<file path="src/wdb_pkg.sv">
`default_nettype none

package wdb_pkg;

    // Field widths fixed by the item formats.
    localparam int unsigned ACT_W    = 2;
    localparam int unsigned ID_W     = 32;
    localparam int unsigned HANDLE_W = 64;
    localparam int unsigned MS_W     = 32;
    localparam int unsigned STATUS_W = 3;
    localparam int unsigned ECNT_W   = 5;

    // Results per check item and the width of the result counter.
    localparam int unsigned MAX_RESULTS = 16;
    localparam int unsigned RES_CNT_W   = $clog2(MAX_RESULTS + 1);

    // Backoff growth cap in milliseconds.
    localparam logic [MS_W-1:0] GROW_CAP_MS = MS_W'(5000);

    // Configuration port.
    localparam int unsigned PADDR_W   = 3;
    localparam int unsigned PDATA_W   = 32;
    localparam int unsigned REG_IDX_W = 1;
    localparam logic [REG_IDX_W-1:0] REG_MIN_THR = 1'b0;
    localparam logic [REG_IDX_W-1:0] REG_BT_MIN  = 1'b1;
    localparam logic [MS_W-1:0] MIN_THR_RESET = MS_W'(1000);
    localparam logic [MS_W-1:0] BT_MIN_RESET  = MS_W'(300000);

    // Action codes.
    localparam logic [ACT_W-1:0] ACT_REGISTER = 2'd0;
    localparam logic [ACT_W-1:0] ACT_REMOVE   = 2'd1;
    localparam logic [ACT_W-1:0] ACT_KICK     = 2'd2;
    localparam logic [ACT_W-1:0] ACT_CHECK    = 2'd3;

    // Status codes.
    localparam logic [STATUS_W-1:0] ST_OK        = 3'd0;
    localparam logic [STATUS_W-1:0] ST_DUPLICATE = 3'd1;
    localparam logic [STATUS_W-1:0] ST_NOT_FOUND = 3'd2;
    localparam logic [STATUS_W-1:0] ST_FULL      = 3'd3;
    localparam logic [STATUS_W-1:0] ST_RAISED    = 3'd4;
    localparam logic [STATUS_W-1:0] ST_RECOVERED = 3'd5;
    localparam logic [STATUS_W-1:0] ST_OVERDUE   = 3'd6;
    localparam logic [STATUS_W-1:0] ST_NONE_DUE  = 3'd7;

    // One stored channel.
    typedef struct packed {
        logic [ID_W-1:0]     channel;
        logic [HANDLE_W-1:0] handle;
        logic [MS_W-1:0]     threshold;
        logic [MS_W-1:0]     last_kick;
        logic [MS_W-1:0]     limit;
    } entry_t;

    // One result without its per-item tags.
    typedef struct packed {
        logic [STATUS_W-1:0] status;
        logic [ID_W-1:0]     channel;
        logic [HANDLE_W-1:0] handle;
        logic                backtrace;
        logic [MS_W-1:0]     limit;
    } res_t;

    // Configuration register values.
    typedef struct packed {
        logic [MS_W-1:0] min_thr;
        logic [MS_W-1:0] bt_min;
    } cfg_t;

    // Output of the shared compare and add unit.
    typedef struct packed {
        logic            hit;
        logic            late;
        logic            backtrace;
        logic [MS_W-1:0] grown;
    } unit_res_t;

    function automatic res_t make_res(
        input logic [STATUS_W-1:0] status,
        input logic [ID_W-1:0]     channel,
        input logic [HANDLE_W-1:0] handle,
        input logic                backtrace,
        input logic [MS_W-1:0]     limit
    );
        res_t r;
        r.status    = status;
        r.channel   = channel;
        r.handle    = handle;
        r.backtrace = backtrace;
        r.limit     = limit;
        return r;
    endfunction

endpackage

`default_nettype wire

</file>
<file path="src/wdb_if.sv">
`default_nettype none

// Request channel: one item per action.
interface wdb_req_if;
    logic                               valid;
    logic                               ready;
    logic [wdb_pkg::ACT_W-1:0]          action;
    logic [wdb_pkg::ID_W-1:0]           channel_id;
    logic [wdb_pkg::HANDLE_W-1:0]       target_handle;
    logic [wdb_pkg::MS_W-1:0]           threshold_ms;
    logic [wdb_pkg::MS_W-1:0]           now_ms;

    modport source (
        output valid, action, channel_id, target_handle, threshold_ms, now_ms,
        input  ready
    );
    modport sink (
        input  valid, action, channel_id, target_handle, threshold_ms, now_ms,
        output ready
    );
endinterface

// Response channel: one or more items per request.
interface wdb_rsp_if;
    logic                               valid;
    logic                               ready;
    logic [wdb_pkg::STATUS_W-1:0]       status;
    logic [wdb_pkg::ID_W-1:0]           result_channel;
    logic [wdb_pkg::HANDLE_W-1:0]       result_handle;
    logic                               backtrace_request;
    logic [wdb_pkg::MS_W-1:0]           limit_ms;
    logic [wdb_pkg::ECNT_W-1:0]         entry_count;
    logic                               last_result;

    modport source (
        output valid, status, result_channel, result_handle, backtrace_request,
               limit_ms, entry_count, last_result,
        input  ready
    );
    modport sink (
        input  valid, status, result_channel, result_handle, backtrace_request,
               limit_ms, entry_count, last_result,
        output ready
    );
endinterface

`default_nettype wire

</file>
<file path="src/wdb_cfg.sv">
`default_nettype none

module wdb_cfg (
    input  wire logic                          clk,
    input  wire logic                          rst_n,
    input  wire logic                          psel,
    input  wire logic                          penable,
    input  wire logic                          pwrite,
    input  wire logic [wdb_pkg::PADDR_W-1:0]   paddr,
    input  wire logic [wdb_pkg::PDATA_W-1:0]   pwdata,
    output logic      [wdb_pkg::PDATA_W-1:0]   prdata,
    output logic                               pready,
    output wdb_pkg::cfg_t                      cfg
);

    logic [wdb_pkg::MS_W-1:0]      min_thr_reg;
    logic [wdb_pkg::MS_W-1:0]      bt_min_reg;
    logic [wdb_pkg::REG_IDX_W-1:0] reg_idx;
    logic                          wr_en;

    // Registers sit on a word grid; low address bits are ignored.
    assign reg_idx = paddr[wdb_pkg::PADDR_W-1:2];
    assign wr_en   = psel && penable && pwrite;
    assign pready  = 1'b1;

    always_ff @(posedge clk or negedge rst_n)
    begin
        if (!rst_n)
        begin
            min_thr_reg <= wdb_pkg::MIN_THR_RESET;
            bt_min_reg  <= wdb_pkg::BT_MIN_RESET;
        end
        else if (wr_en)
        begin
            if (reg_idx == wdb_pkg::REG_MIN_THR)
            begin
                min_thr_reg <= pwdata;
            end
            else
            begin
                bt_min_reg <= pwdata;
            end
        end
    end

    // Read mux.
    assign prdata = (reg_idx == wdb_pkg::REG_MIN_THR) ? min_thr_reg : bt_min_reg;

    assign cfg.min_thr = min_thr_reg;
    assign cfg.bt_min  = bt_min_reg;

endmodule

`default_nettype wire

</file>
<file path="src/wdb_mem.sv">
`default_nettype none

module wdb_mem #(
    parameter int unsigned DEPTH = 16,
    parameter int unsigned AW    = 4
) (
    input  wire logic            clk,
    input  wire logic            we,
    input  wire logic [AW-1:0]   waddr,
    input  wire wdb_pkg::entry_t wdata,
    input  wire logic            re,
    input  wire logic [AW-1:0]   raddr,
    output wdb_pkg::entry_t      rdata
);

    wdb_pkg::entry_t mem [DEPTH];

    // One write port, one read port with registered read data.
    always_ff @(posedge clk)
    begin
        if (we)
        begin
            mem[waddr] <= wdata;
        end
        if (re)
        begin
            rdata <= mem[raddr];
        end
    end

endmodule

`default_nettype wire

</file>
<file path="src/wdb_unit.sv">
`default_nettype none

module wdb_unit (
    input  wire wdb_pkg::entry_t             ent,
    input  wire logic [wdb_pkg::ID_W-1:0]    chan,
    input  wire logic [wdb_pkg::MS_W-1:0]    now,
    input  wire logic [wdb_pkg::MS_W-1:0]    bt_min,
    input  wire logic                        use_thr,
    output wdb_pkg::unit_res_t               res
);

    logic [wdb_pkg::MS_W-1:0] base;
    logic [wdb_pkg::MS_W:0]   deadline;
    logic [wdb_pkg::MS_W-1:0] half;
    logic [wdb_pkg::MS_W-1:0] grow;
    logic [wdb_pkg::MS_W:0]   sum;

    // Deadline test against threshold (kick) or current limit (check).
    assign base     = use_thr ? ent.threshold : ent.limit;
    assign deadline = {1'b0, ent.last_kick} + {1'b0, base};

    // Backoff: limit grows by half of itself, capped, saturating at the top.
    assign half = ent.limit >> 1;
    assign grow = (half < wdb_pkg::GROW_CAP_MS) ? half : wdb_pkg::GROW_CAP_MS;
    assign sum  = {1'b0, ent.limit} + {1'b0, grow};

    assign res.hit       = (ent.channel == chan);
    assign res.late      = ({1'b0, now} > deadline);
    assign res.backtrace = (ent.limit > bt_min);
    assign res.grown     = sum[wdb_pkg::MS_W] ? {wdb_pkg::MS_W{1'b1}}
                                              : sum[wdb_pkg::MS_W-1:0];

endmodule

`default_nettype wire

</file>
<file path="src/wdb_seq.sv">
`default_nettype none

module wdb_seq #(
    parameter int unsigned TABLE_ENTRIES = 16,
    parameter int unsigned AW            = 4
) (
    input  wire logic            clk,
    input  wire logic            rst_n,
    wdb_req_if.sink              req,
    wdb_rsp_if.source            rsp,
    input  wire wdb_pkg::cfg_t   cfg,
    input  wire wdb_pkg::unit_res_t urs,
    output logic                 use_thr,
    output logic                 mem_we,
    output logic [AW-1:0]        mem_waddr,
    output wdb_pkg::entry_t      mem_wdata,
    output logic                 mem_re,
    output logic [AW-1:0]        mem_raddr,
    input  wire wdb_pkg::entry_t mem_rdata,
    output logic [wdb_pkg::ID_W-1:0] item_chan,
    output logic [wdb_pkg::MS_W-1:0] item_now
);

    localparam int unsigned CW = $clog2(TABLE_ENTRIES + 1);

    // Sequencer states.
    localparam logic [2:0] S_IDLE  = 3'd0;
    localparam logic [2:0] S_RD    = 3'd1;
    localparam logic [2:0] S_EV    = 3'd2;
    localparam logic [2:0] S_SH_RD = 3'd3;
    localparam logic [2:0] S_SH_WR = 3'd4;
    localparam logic [2:0] S_END   = 3'd5;
    localparam logic [2:0] S_FIN   = 3'd6;

    logic [2:0]                       state_reg, state_next;
    logic [CW-1:0]                    idx_reg, idx_next;
    logic [CW-1:0]                    count_reg, count_next;
    logic [wdb_pkg::RES_CNT_W-1:0]    n_reg, n_next;
    logic                             pend_valid_reg, pend_valid_next;
    wdb_pkg::res_t                    pend_reg, pend_next;
    logic                             out_valid_reg, out_valid_next;
    wdb_pkg::res_t                    out_res_reg, out_res_next;
    logic                             out_last_reg, out_last_next;
    logic [wdb_pkg::ECNT_W-1:0]       out_cnt_reg, out_cnt_next;

    logic [wdb_pkg::ACT_W-1:0]        act_reg;
    logic [wdb_pkg::ID_W-1:0]         chan_reg;
    logic [wdb_pkg::HANDLE_W-1:0]     handle_reg;
    logic [wdb_pkg::MS_W-1:0]         thr_reg;
    logic [wdb_pkg::MS_W-1:0]         now_reg;

    logic                             accept;
    logic                             out_free;
    logic [CW:0]                      idx_p1;
    logic [CW:0]                      idx_p2;
    logic [CW:0]                      count_ext;
    logic                             scan_last;
    logic                             table_full;
    logic                             raised;
    logic [wdb_pkg::MS_W-1:0]         eff_thr;
    logic                             report;
    wdb_pkg::entry_t                  kick_ent;
    wdb_pkg::entry_t                  grow_ent;
    wdb_pkg::entry_t                  new_ent;

    assign accept    = req.valid && req.ready;
    assign req.ready = (state_reg == S_IDLE);
    assign out_free  = !out_valid_reg || rsp.ready;

    assign idx_p1     = {1'b0, idx_reg} + (CW + 1)'(1);
    assign idx_p2     = {1'b0, idx_reg} + (CW + 1)'(2);
    assign count_ext  = {1'b0, count_reg};
    assign scan_last  = (idx_p1 == count_ext);
    assign table_full = (count_reg >= CW'(TABLE_ENTRIES));
    assign raised     = (thr_reg < cfg.min_thr);
    assign eff_thr    = raised ? cfg.min_thr : thr_reg;
    assign report     = urs.late && (n_reg < wdb_pkg::RES_CNT_W'(wdb_pkg::MAX_RESULTS));

    assign use_thr   = (act_reg == wdb_pkg::ACT_KICK);
    assign item_chan = chan_reg;
    assign item_now  = now_reg;

    // Modified copies of the entry under evaluation and a fresh entry.
    always_comb
    begin
        kick_ent           = mem_rdata;
        kick_ent.last_kick = now_reg;
        kick_ent.limit     = mem_rdata.threshold;
        grow_ent           = mem_rdata;
        grow_ent.limit     = urs.grown;
        new_ent.channel    = chan_reg;
        new_ent.handle     = handle_reg;
        new_ent.threshold  = eff_thr;
        new_ent.last_kick  = now_reg;
        new_ent.limit      = eff_thr;
    end

    // Sequencer: each visited table entry is read (S_RD) and then evaluated (S_EV).
    always_comb
    begin
        state_next      = state_reg;
        idx_next        = idx_reg;
        count_next      = count_reg;
        n_next          = n_reg;
        pend_valid_next = pend_valid_reg;
        pend_next       = pend_reg;
        out_valid_next  = out_valid_reg && !rsp.ready;
        out_res_next    = out_res_reg;
        out_last_next   = out_last_reg;
        out_cnt_next    = out_cnt_reg;
        mem_re          = 1'b0;
        mem_raddr       = idx_reg[AW-1:0];
        mem_we          = 1'b0;
        mem_waddr       = idx_reg[AW-1:0];
        mem_wdata       = mem_rdata;

        case (state_reg)
            S_IDLE:
            begin
                if (accept)
                begin
                    idx_next        = '0;
                    n_next          = '0;
                    pend_valid_next = 1'b0;
                    state_next      = (count_reg == '0) ? S_END : S_RD;
                end
            end

            S_RD:
            begin
                mem_re     = 1'b1;
                state_next = S_EV;
            end

            S_EV:
            begin
                if (act_reg == wdb_pkg::ACT_CHECK)
                begin
                    // Hold while a held result cannot yet move to the output.
                    if (!(report && pend_valid_reg && !out_free))
                    begin
                        if (urs.late)
                        begin
                            mem_we    = 1'b1;
                            mem_wdata = grow_ent;
                        end
                        if (report)
                        begin
                            if (pend_valid_reg)
                            begin
                                out_valid_next = 1'b1;
                                out_res_next   = pend_reg;
                                out_last_next  = 1'b0;
                                out_cnt_next   = wdb_pkg::ECNT_W'(count_reg);
                            end
                            pend_next = wdb_pkg::make_res(wdb_pkg::ST_OVERDUE,
                                mem_rdata.channel, mem_rdata.handle, urs.backtrace,
                                mem_rdata.limit);
                            pend_valid_next = 1'b1;
                            n_next          = n_reg + wdb_pkg::RES_CNT_W'(1);
                        end
                        if (scan_last)
                        begin
                            state_next = S_FIN;
                        end
                        else
                        begin
                            idx_next   = idx_p1[CW-1:0];
                            state_next = S_RD;
                        end
                    end
                end
                else if (urs.hit)
                begin
                    pend_valid_next = 1'b1;
                    state_next      = S_FIN;
                    case (act_reg)
                        wdb_pkg::ACT_REGISTER:
                        begin
                            pend_next = wdb_pkg::make_res(wdb_pkg::ST_DUPLICATE,
                                chan_reg, mem_rdata.handle, 1'b0, '0);
                        end
                        wdb_pkg::ACT_REMOVE:
                        begin
                            pend_next = wdb_pkg::make_res(wdb_pkg::ST_OK,
                                chan_reg, mem_rdata.handle, 1'b0, '0);
                            if (scan_last)
                            begin
                                count_next = count_reg - CW'(1);
                            end
                            else
                            begin
                                state_next = S_SH_RD;
                            end
                        end
                        default:
                        begin
                            mem_we    = 1'b1;
                            mem_wdata = kick_ent;
                            pend_next = wdb_pkg::make_res(
                                urs.late ? wdb_pkg::ST_RECOVERED : wdb_pkg::ST_OK,
                                chan_reg, mem_rdata.handle, 1'b0, '0);
                        end
                    endcase
                end
                else if (scan_last)
                begin
                    state_next = S_END;
                end
                else
                begin
                    idx_next   = idx_p1[CW-1:0];
                    state_next = S_RD;
                end
            end

            // Close the gap left by a removed entry, moving later entries down.
            S_SH_RD:
            begin
                mem_re     = 1'b1;
                mem_raddr  = idx_p1[AW-1:0];
                state_next = S_SH_WR;
            end

            S_SH_WR:
            begin
                mem_we   = 1'b1;
                idx_next = idx_p1[CW-1:0];
                if (idx_p2 < count_ext)
                begin
                    state_next = S_SH_RD;
                end
                else
                begin
                    count_next = count_reg - CW'(1);
                    state_next = S_FIN;
                end
            end

            // Scan finished without a matching id.
            S_END:
            begin
                state_next = S_FIN;
                case (act_reg)
                    wdb_pkg::ACT_REGISTER:
                    begin
                        pend_valid_next = 1'b1;
                        if (table_full)
                        begin
                            pend_next = wdb_pkg::make_res(wdb_pkg::ST_FULL,
                                chan_reg, '0, 1'b0, '0);
                        end
                        else
                        begin
                            mem_we     = 1'b1;
                            mem_waddr  = count_reg[AW-1:0];
                            mem_wdata  = new_ent;
                            count_next = count_reg + CW'(1);
                            pend_next  = wdb_pkg::make_res(
                                raised ? wdb_pkg::ST_RAISED : wdb_pkg::ST_OK,
                                chan_reg, handle_reg, 1'b0, '0);
                        end
                    end
                    wdb_pkg::ACT_CHECK:
                    begin
                        pend_valid_next = pend_valid_reg;
                    end
                    default:
                    begin
                        pend_valid_next = 1'b1;
                        pend_next = wdb_pkg::make_res(wdb_pkg::ST_NOT_FOUND,
                            chan_reg, '0, 1'b0, '0);
                    end
                endcase
            end

            // Release the final result of the item.
            S_FIN:
            begin
                if (out_free)
                begin
                    out_valid_next  = 1'b1;
                    out_res_next    = pend_valid_reg ? pend_reg
                                    : wdb_pkg::make_res(wdb_pkg::ST_NONE_DUE,
                                                        '0, '0, 1'b0, '0);
                    out_last_next   = 1'b1;
                    out_cnt_next    = wdb_pkg::ECNT_W'(count_reg);
                    pend_valid_next = 1'b0;
                    state_next      = S_IDLE;
                end
            end

            default:
            begin
                state_next = S_IDLE;
            end
        endcase
    end

    // Control state.
    always_ff @(posedge clk or negedge rst_n)
    begin
        if (!rst_n)
        begin
            state_reg      <= S_IDLE;
            idx_reg        <= '0;
            count_reg      <= '0;
            n_reg          <= '0;
            pend_valid_reg <= 1'b0;
            out_valid_reg  <= 1'b0;
        end
        else
        begin
            state_reg      <= state_next;
            idx_reg        <= idx_next;
            count_reg      <= count_next;
            n_reg          <= n_next;
            pend_valid_reg <= pend_valid_next;
            out_valid_reg  <= out_valid_next;
        end
    end

    // Payload registers.
    always_ff @(posedge clk)
    begin
        pend_reg     <= pend_next;
        out_res_reg  <= out_res_next;
        out_last_reg <= out_last_next;
        out_cnt_reg  <= out_cnt_next;
        if (accept)
        begin
            act_reg    <= req.action;
            chan_reg   <= req.channel_id;
            handle_reg <= req.target_handle;
            thr_reg    <= req.threshold_ms;
            now_reg    <= req.now_ms;
        end
    end

    assign rsp.valid             = out_valid_reg;
    assign rsp.status            = out_res_reg.status;
    assign rsp.result_channel    = out_res_reg.channel;
    assign rsp.result_handle     = out_res_reg.handle;
    assign rsp.backtrace_request = out_res_reg.backtrace;
    assign rsp.limit_ms          = out_res_reg.limit;
    assign rsp.entry_count       = out_cnt_reg;
    assign rsp.last_result       = out_last_reg;

    // No result is left behind when the block goes idle.
    a_idle_no_pend: assert property (@(posedge clk) disable iff (!rst_n)
        (state_reg == S_IDLE) |-> !pend_valid_reg)
        else $error("held result left over in idle");

    // The table never holds more channels than it has entries.
    a_count_bound: assert property (@(posedge clk) disable iff (!rst_n)
        count_reg <= CW'(TABLE_ENTRIES))
        else $error("channel count beyond table size");

    // At most the allowed number of reports per check item.
    a_report_bound: assert property (@(posedge clk) disable iff (!rst_n)
        n_reg <= wdb_pkg::RES_CNT_W'(wdb_pkg::MAX_RESULTS))
        else $error("too many reports for one item");

    // The final result leaves as soon as the output has room, then idle.
    a_fin_to_idle: assert property (@(posedge clk) disable iff (!rst_n)
        (state_reg == S_FIN && out_free) |=> (state_reg == S_IDLE) && out_valid_reg
        && out_last_reg)
        else $error("final result not released");

    // The channel count moves only when an entry is added or removed.
    a_count_change: assert property (@(posedge clk) disable iff (!rst_n)
        (count_reg != count_next) |-> (state_reg == S_END || state_reg == S_EV
        || state_reg == S_SH_WR))
        else $error("channel count changed outside add or remove");

endmodule

`default_nettype wire

</file>
<file path="src/multi_channel_watchdog_backoff.sv">
`default_nettype none

// Multi-channel watchdog with limit backoff.
// The req channel takes one item per action: register, remove, kick or check.
// The rsp channel returns the results of that item in order; last_result marks
// the final one. Register, remove and kick give one result, check gives one
// result per overdue channel (at most 16) or a single none-overdue result.
// Channels sit in a compact table memory that is read one entry at a time by
// a sequencer around a shared compare and add unit; each visited entry is
// first read and then evaluated. The block is ready for the next item in the
// same cycle that the final result reaches the output register. When
// rsp.ready is low the output register holds its result and the sequencer
// stops at the next result it has to hand over. Reset empties the table
// (count zero) at once, with no clearing pass, and loads the configuration
// registers with their defaults (minimum threshold 1000 ms, backtrace
// minimum 300000 ms). The APB port is to be written by the user only while
// the block is idle; the block itself does not enforce this.

module multi_channel_watchdog_backoff #(
    parameter int unsigned TABLE_ENTRIES = 16
) (
    input  wire logic                          clk,
    input  wire logic                          rst_n,
    wdb_req_if.sink                            req,
    wdb_rsp_if.source                          rsp,
    input  wire logic                          psel,
    input  wire logic                          penable,
    input  wire logic                          pwrite,
    input  wire logic [wdb_pkg::PADDR_W-1:0]   paddr,
    input  wire logic [wdb_pkg::PDATA_W-1:0]   pwdata,
    output logic      [wdb_pkg::PDATA_W-1:0]   prdata,
    output logic                               pready
);

    localparam int unsigned AW = (TABLE_ENTRIES > 1) ? $clog2(TABLE_ENTRIES) : 1;

    wdb_pkg::cfg_t       cfg;
    wdb_pkg::unit_res_t  urs;
    wdb_pkg::entry_t     mem_wdata;
    wdb_pkg::entry_t     mem_rdata;
    logic                use_thr;
    logic                mem_we;
    logic                mem_re;
    logic [AW-1:0]       mem_waddr;
    logic [AW-1:0]       mem_raddr;
    logic [wdb_pkg::ID_W-1:0] item_chan;
    logic [wdb_pkg::MS_W-1:0] item_now;

    // Configuration registers.
    wdb_cfg u_cfg (
        .clk     (clk),
        .rst_n   (rst_n),
        .psel    (psel),
        .penable (penable),
        .pwrite  (pwrite),
        .paddr   (paddr),
        .pwdata  (pwdata),
        .prdata  (prdata),
        .pready  (pready),
        .cfg     (cfg)
    );

    // Channel table.
    wdb_mem #(
        .DEPTH (TABLE_ENTRIES),
        .AW    (AW)
    ) u_mem (
        .clk   (clk),
        .we    (mem_we),
        .waddr (mem_waddr),
        .wdata (mem_wdata),
        .re    (mem_re),
        .raddr (mem_raddr),
        .rdata (mem_rdata)
    );

    // Shared compare and add unit.
    wdb_unit u_unit (
        .ent     (mem_rdata),
        .chan    (item_chan),
        .now     (item_now),
        .bt_min  (cfg.bt_min),
        .use_thr (use_thr),
        .res     (urs)
    );

    // Sequencer and output register.
    wdb_seq #(
        .TABLE_ENTRIES (TABLE_ENTRIES),
        .AW            (AW)
    ) u_seq (
        .clk       (clk),
        .rst_n     (rst_n),
        .req       (req),
        .rsp       (rsp),
        .cfg       (cfg),
        .urs       (urs),
        .use_thr   (use_thr),
        .mem_we    (mem_we),
        .mem_waddr (mem_waddr),
        .mem_wdata (mem_wdata),
        .mem_re    (mem_re),
        .mem_raddr (mem_raddr),
        .mem_rdata (mem_rdata),
        .item_chan (item_chan),
        .item_now  (item_now)
    );

endmodule

`default_nettype wire
</file>
<file path="src/flat_wrapper.sv">
// flat-port wrapper written by rule: the top's interface ports become plain ports
module multi_channel_watchdog_backoff_flat 
#(
    parameter int unsigned TABLE_ENTRIES = 16
)
  (clk, rst_n, psel, penable, pwrite, paddr, pwdata, prdata, pready, req_valid, req_action, req_channel_id, req_target_handle, req_threshold_ms, req_now_ms, req_ready, rsp_valid, rsp_status, rsp_result_channel, rsp_result_handle, rsp_backtrace_request, rsp_limit_ms, rsp_entry_count, rsp_last_result, rsp_ready);
  wdb_req_if req_i ();
  wdb_rsp_if rsp_i ();
  input  wire logic clk;
  input  wire logic rst_n;
  input  wire logic psel;
  input  wire logic penable;
  input  wire logic pwrite;
  input  wire logic [wdb_pkg::PADDR_W-1:0] paddr;
  input  wire logic [wdb_pkg::PDATA_W-1:0] pwdata;
  output logic      [wdb_pkg::PDATA_W-1:0] prdata;
  output logic pready;
  input wire logic [$bits(req_i.valid)-1:0] req_valid;
  input wire logic [$bits(req_i.action)-1:0] req_action;
  input wire logic [$bits(req_i.channel_id)-1:0] req_channel_id;
  input wire logic [$bits(req_i.target_handle)-1:0] req_target_handle;
  input wire logic [$bits(req_i.threshold_ms)-1:0] req_threshold_ms;
  input wire logic [$bits(req_i.now_ms)-1:0] req_now_ms;
  output wire logic [$bits(req_i.ready)-1:0] req_ready;
  output wire logic [$bits(rsp_i.valid)-1:0] rsp_valid;
  output wire logic [$bits(rsp_i.status)-1:0] rsp_status;
  output wire logic [$bits(rsp_i.result_channel)-1:0] rsp_result_channel;
  output wire logic [$bits(rsp_i.result_handle)-1:0] rsp_result_handle;
  output wire logic [$bits(rsp_i.backtrace_request)-1:0] rsp_backtrace_request;
  output wire logic [$bits(rsp_i.limit_ms)-1:0] rsp_limit_ms;
  output wire logic [$bits(rsp_i.entry_count)-1:0] rsp_entry_count;
  output wire logic [$bits(rsp_i.last_result)-1:0] rsp_last_result;
  input wire logic [$bits(rsp_i.ready)-1:0] rsp_ready;
  assign req_i.valid = req_valid;
  assign req_i.action = req_action;
  assign req_i.channel_id = req_channel_id;
  assign req_i.target_handle = req_target_handle;
  assign req_i.threshold_ms = req_threshold_ms;
  assign req_i.now_ms = req_now_ms;
  assign req_ready = req_i.ready;
  assign rsp_valid = rsp_i.valid;
  assign rsp_status = rsp_i.status;
  assign rsp_result_channel = rsp_i.result_channel;
  assign rsp_result_handle = rsp_i.result_handle;
  assign rsp_backtrace_request = rsp_i.backtrace_request;
  assign rsp_limit_ms = rsp_i.limit_ms;
  assign rsp_entry_count = rsp_i.entry_count;
  assign rsp_last_result = rsp_i.last_result;
  assign rsp_i.ready = rsp_ready;
  multi_channel_watchdog_backoff #(.TABLE_ENTRIES(TABLE_ENTRIES)) u_core (.clk(clk), .rst_n(rst_n), .req(req_i), .rsp(rsp_i), .psel(psel), .penable(penable), .pwrite(pwrite), .paddr(paddr), .pwdata(pwdata), .prdata(prdata), .pready(pready));
endmodule
</file>
<file path="config.mk">
export PLATFORM = sky130hd
export DESIGN_NAME = multi_channel_watchdog_backoff_flat
export DESIGN_NICKNAME = d
export VERILOG_FILES = /design/src/wdb_pkg.sv /design/src/wdb_if.sv /design/src/wdb_cfg.sv /design/src/wdb_mem.sv /design/src/wdb_unit.sv /design/src/wdb_seq.sv /design/src/multi_channel_watchdog_backoff.sv /design/src/flat_wrapper.sv
export SDC_FILE = /design/constraint.sdc
export NUM_CORES = 2
export LEC_CHECK = 0
export BUFFER_PORTS_ARGS = -buffer_cell sky130_fd_sc_hd__buf_4
export CAP_MARGIN = 20
export CORE_MARGIN = 8
export CORE_UTILIZATION = 26
export DETAILED_ROUTE_END_ITERATION = 10
export GPL_TIMING_DRIVEN = 0
export PLACE_DENSITY = 0.49
export SYNTH_ARGS = -nofsm -noshare
export SYNTH_HDL_FRONTEND = slang
export SYNTH_HIERARCHICAL = 1
export SYNTH_SLANG_ARGS = --single-unit
</file>
<file path="constraint.sdc">
create_clock -name clk -period 47.3 [get_ports clk]
set_input_delay 9.46 -clock clk [delete_from_list [all_inputs] [get_ports clk]]
set_output_delay 9.46 -clock clk [all_outputs]
set_load 0.005 [all_outputs]
</file>
After elaboration in Yosys (flattened, before gate mapping)

Memories as Yosys holds them, arrays and structs flattened. A register that Yosys moved wholly into a read port is not among the register bits.
Index checks and enable logic that the tools add are counted.

Flip-flop bits (word level): 516
Bits in latches: 0
Bits in writable memories: 3072
Memory bits (read-only): 0
Bits of input ports: 204
Output and inout port bits: 173
Logic and storage cells: 202
Memories kept: 1

$add $sub $neg: 7
$mul: 0
Div/mod/pow operators: 0
$lt $le $gt $ge: 7
Equality and inequality tests: 29
Shift-type cells: 0
Multiplexer cells: 101
Bitwise operators: 1
Reduce and logical (&&, ||, !) cells: 31

Memories:

| name             | depth | width | read ports | clocked after memory_dff | wr ports | RTL line      | source |
|---|---|---|---|---|---|---|---|
| u_core.u_mem.mem | 16    | 192   | 1          | 1                        | 1        | wdb_mem.sv:16 | `wdb_pkg::entry_t mem [DEPTH];` |

Operators by type and width:

| cell                                                  | number |
|---|---|
| 2-to-1 mux 132 bit                                    | 11 |
| case mux 132 bit (2 select lines)                     | 4 |
| 2-to-1 mux 192 bit                                    | 2 |
| case mux 192 bit (2 select lines)                     | 1 |
| 2-to-1 mux 32 bit                                     | 6 |
| 2-to-1 mux 64 bit                                     | 3 |
| 2-to-1 mux 5 bit                                      | 20 |
| 2-to-1 mux 3 bit                                      | 13 |
| adder 32 x 31 -> 33 bit                               | 1 |
| adder 32 x 32 -> 33 bit                               | 1 |
| greater-than comparator 32 x 33 -> 1 bit              | 1 |
| equality test 32 bit                                  | 1 |
| greater-than comparator 32 bit                        | 1 |
| < comparator 32 bit                                   | 1 |
| < comparator 31 x 13 -> 1 bit (second input constant) | 1 |
| 2-to-1 mux 31 bit                                     | 1 |
| case mux 5 bit (3 select lines)                       | 2 |
| 2-to-1 mux 1 bit                                      | 27 |
| != test 2 bit (second input constant)                 | 11 |
| case mux 3 bit (7 select lines)                       | 1 |
| case mux 5 bit (2 select lines)                       | 2 |
| 2-to-1 mux 4 bit                                      | 4 |
| != test 3 bit (second input constant)                 | 4 |
| adder 5 x 1 -> 5 bit (second input constant)          | 2 |
| other kinds (34)                                      | 55 |

Depth between registers and ports, before layout

Depth in word-level cells: 12
Gate-level depth with buffers: 34
Mapped depth without buffers: 30

By module

Netlist, hierarchy kept.

Modules (own cells, without submodules):

| module   | times used | cells an instance | area each (um2) | seq. area each (um2) |
|---|---|---|---|---|
| wdb_mem  | 1          | 5024              | 120724.5        | 98014.0 |
| wdb_seq  | 1          | 1790              | 20925.1         | 13472.9 |
| wdb_unit | 1          | 822               | 5992.0          | 0.0 |
| wdb_cfg  | 1          | 174               | 2929.1          | 1619.1 |

Worst setup path before layout

Ideal clock, no wire load.

Path type: input -> register
From: input port rsp_ready
To: memory u_core/u_mem/mem[0][0] in the netlist's numbering (enable)
Library setup time: 0.979 ns
Data arrival time: 24.010 ns
Data required time: 46.321 ns
Path slack: 22.311 ns
Stages on the path: 9
Buffers on the path: 1
Cells stage by stage: nand2b_1 o31a_1 clkbuf_1 nand2_1 nand3_1 nand2_1 o21ai_0 or3b_2 nor3_1

Word-level cells in the longest chain between the ends: 8

RTL lines:

| item                                   | RTL line                             | source |
|---|---|---|
| from (decl)                            | flat_wrapper.sv:33                   | `input wire logic [$bits(rsp_i.ready)-1:0] rsp_ready;` |
| logical OR 1 bit                       | wdb_seq.sv:68                        | `assign out_free = !out_valid_reg \|\| rsp.ready;` |
| zero test 1 bit                        | wdb_seq.sv:140                       | `if (!(report && pend_valid_reg && !out_free))` |
| logical AND 1 bit                      | wdb_seq.sv:140                       |  |
| 2-to-1 mux 1 bit                       | wdb_seq.sv:140                       |  |
| 2-to-1 mux 1 bit                       | wdb_seq.sv:137                       | `if (act_reg == wdb_pkg::ACT_CHECK)` |
| case mux 1 bit (3 select lines)        | wdb_seq.sv:117                       | `case (state_reg)` |
| named net u_core.mem_we                | multi_channel_watchdog_backoff.sv:42 | `logic mem_we;` |
| 2-to-1 mux 1 bit                       | wdb_mem.sv:21                        | `if (we)` |
| 2-to-1 mux 1 bit (implied by the code) | wdb_mem.sv:23                        | `mem[waddr] <= wdata;` |
| to (decl)                              | wdb_mem.sv:16                        |  |

The timed path passes the listed nets, and every way through them passes these cells.

Worst setup path in the final report

From: input port paddr[2] in the netlist's numbering
To: output port prdata[14] in the netlist's numbering

Word-level cells in the longest chain between the ends: 1

RTL lines:

| item              | RTL line           | source |
|---|---|---|
| from (decl)       | flat_wrapper.sv:14 | `input wire logic [wdb_pkg::PADDR_W-1:0] paddr;` |
| 2-to-1 mux 32 bit | wdb_cfg.sv:47      | `assign prdata = (reg_idx == wdb_pkg::REG_MIN_THR) ? min_thr_reg : bt_min_reg;` |
| to (decl)         | flat_wrapper.sv:16 | `output logic [wdb_pkg::PDATA_W-1:0] prdata;` |

No other way between the ends.

==> impl_metrics.ini <==
[outcome]
run_status = completed

[synth]
synthCells = 7810
ys_types = 91
synth_flop_cell = edfxtp_1
synth_edf_count = 3696
synth-seq-cells = 3780
seq_area_frac_synth_pct = 75.1
ys_top_cells_by_area = edfxtp_1 (74%), mux4_2 (11%), nand2_1 (1.7%)
synthArstFlopShare_pct = 2.22
synth_top_cell_by_area = edfxtp_1
synth_top_area_share_pct = 73.7
yosysWarningCount = 6
syn_area_um2 = 151000
synth_area_per_cell_um2 = 19.3

[clocking]
clk_pin_slew_ns = 0.07
numClockSinks = 3780
cts_hold_buf = 0
cts_resized = 0
cts_tree = yes
htreeDepth = 5
cts_buffers = 384
clk_latency_ns = 1.02
clockBufferDepth = 4
cts_root_buffer = clkbuf_16
cts_setup_buffers = 0

[route]
via_count = 84498
drt-total-wl_mm = 530
drc = 0
routedWlPerCell_um = 31.1
firstDrtPassIters = 6
drtIter0Drc = 9714
viasPerCell = 4.95
ant_nets = 0

[global_routing]
grt_pass1_vias = 84851
grt_antenna_before_repair = 57
grt_max_degree = 57
grt_pass1_wl_mm = 717
grt_remaining_overflow = 0
gr-usage-all-layers_pct = 16.9

[sta]
slew_viol_final = 0
fin_ws_ns = 26.94
setup_viol = 0
period_minus_slack_ns = 20.36
fmax_mhz = 49.1
worstMarginPinSlew_ns = 1.19
period_share_pct = 43.0
grt_setup_unrepaired = false
finalHoldViolations = 0
relSlewSlack_pct = 20.8
clock_skew_ns = 0.0924

[worst_setup_path]
cp_slowest_cell = buf_2
cp-start-kind = input pin
max_stage_delay_ns = 0.52
cp_common_cell = buf_2
crit_chain = buf_2 -> buf_2 -> mux2_2 -> buf_4
regToRegSetupSlack_ns = 34.80
cp.required_ns = 37.84
crit_fanout = 10
r2r_start = u_core/u_seq/act_reg[0]
end_kind = output port
cp.arrival_ns = 10.90
reg2regPathDepth = 36
critPathKind = in2out
reg2reg_to = u_core/u_mem/mem[2][175]

[pwr]
seqPwrFrac_pct = 40.9
p_sw_uw = 4210
p_leak_uw = 0.0593
p_sw_share_pct = 34.9
power_uw = 12100
p_int_uw = 7860
p_comb_share_pct = 33.6
clkPwrFrac_pct = 25.5
ir_worst_vdd_uv = 35.2
power.density_nw_per_um2 = 66.2

[layout]
area_delta_synth_final_pct = 21.1
largest_reg_flops = 3072
fin_cells = 17066
fin_nets = 9374
drive_gt1_share_pct = 26.4
finalInstanceArea_um2 = 182000

[floorplanning]
pin_count = 377
dieArea_um2 = 604000
start_util_pct = 26.1
fp.coreArea_um2 = 577000
rows = 279
die_h_um = 777
die_x_um = 777

[placement]
placed_area_um2 = 170000
dp_hpwl_mm = 378
globalplace.congestion = 0.872
dp_slack_ns = 26.83
dp.cells = 16332
portBuffers = 372

[worst_hold_path]
min_path_type = reg2reg
min_from = u_core/u_seq/n_reg[0]
whs_endpoint = u_core/u_seq/n_reg[0]
hold_depth = 1

[flow_run]
max_cap_viol_count = 0
==> cells in the mapped netlist (all sizes together) (102+ instances only) <==
master and number:
o21ai 194, inv 102, mux4 717, nor2b 159
mux2 161, buf 192, clkbuf 209, nand2 675
mux2i 162, nor2 121, edfxtp 3696, ha 170
a21oi 180, a22oi 330
==> worst max-delay path: cells and delay by family <==
family	cells	cell delay, ns
buffers and inverters	3	0.97
multiplexers	1	0.44
==> area by class of cell <==
type / count / area [µm²]
Clock inverter: 230 / 2520
Tap cell: 7727 / 9670
Multi-Input combinational cell: 3542 / 35500
Sequential cell: 3780 / 113000
Fill cell: 55490 / 395000
Antenna cell: 17 / 42.5
Buffer: 401 / 1900
Timing Repair Buffer: 784 / 9180
Inverter: 104 / 390
Clock buffer: 481 / 10100
==> cells in the final DEF (no fill, tap or decap), types with 30 or more instances in the layout <==
master	count
a21oi_1	180
clkbuf_1	278
buf_8	35
ha_1	170
bufinv_16	40
buf_1	33
and2_1	52
dfrtp_1	70
o211ai_1	30
buf_16	38
buf_2	125
xor2_1	63
a22oi_1	330
a211oi_1	37
buf_4	441
inv_1	101
clkinv_1	82
o21ai_1	61
clkbuf_16	386
mux2_4	31
nor2b_1	159
mux4_2	717
mux2_2	127
nand3_1	38
a21o_1	53
buf_12	139
mux2i_1	162
o22ai_1	32
nor2_1	99
clkinv_2	61
buf_6	164
edfxtp_1	3696
nand2_1	675
o21ai_0	123
a22o_1	54
==> through the flow <==
stage	utilization (%)	TNS (ns)	hold slack (ns)
after CTS	31.6	0	0.516
final	31.6	0	0.515
after global routing	31.6	0	0.543
after floorplan	-	0	0.478
after detailed placement	29.4	0	0.507
after global placement	28.3	-21.01	0.491
==> power groups by stage <==
stage / combinational (µW) / clock (µW) / sequential (µW)
global placement: 3740 / 0 / 5300
detailed placement: 4020 / 0 / 5000
global route: 4310 / 3260 / 4960
CTS: 4050 / 3140 / 4940
finish: 4060 / 3070 / 4940
floorplan: 2400 / 0 / 4890
==> how the worst max path moves through the flow <==
stage | to | slack [ns] | start
4_1_cts | prdata[16] | 26.82 | paddr[2]
3_5_place_dp | prdata[16] | 26.83 | paddr[2]
6_report | prdata[14] | 26.94 | paddr[2]
2_1_floorplan | u_core/u_mem/mem[0][0] | 22.31 | rsp_ready
3_3_place_gp | u_core/u_mem/mem[0][172] | -0.16 | rsp_ready
5_1_grt | prdata[16] | 26.83 | paddr[2]
==> routing by layer <==
metal / global-route usage [%] / wire, µm / up-vias
li1: - / - / 34155
met1: 23.0 / 222000 / 45602
met2: 27.3 / 248000 / 3973
met3: 3.20 / 41100 / 760
met4: 5.34 / 18900 / 8
met5: 0 / 53 / -
==> kinds of logic after synthesis <==
kind of cell | Yosys count | synth area share [%]
flip-flops | 3780 | 75.1
multiplexers | 1040 | 13.1
adder cells (fa/ha/maj) | 173 | 1.45
AND/OR/NAND/NOR | 1188 | 3.64
other | 2 | 0.00499
buffers and inverters | 505 | 1.50
AO/OA/AOI/OAI | 1031 | 4.67
XOR/XNOR | 91 | 0.529
Note: power is estimated with default switching activity, not from simulation.
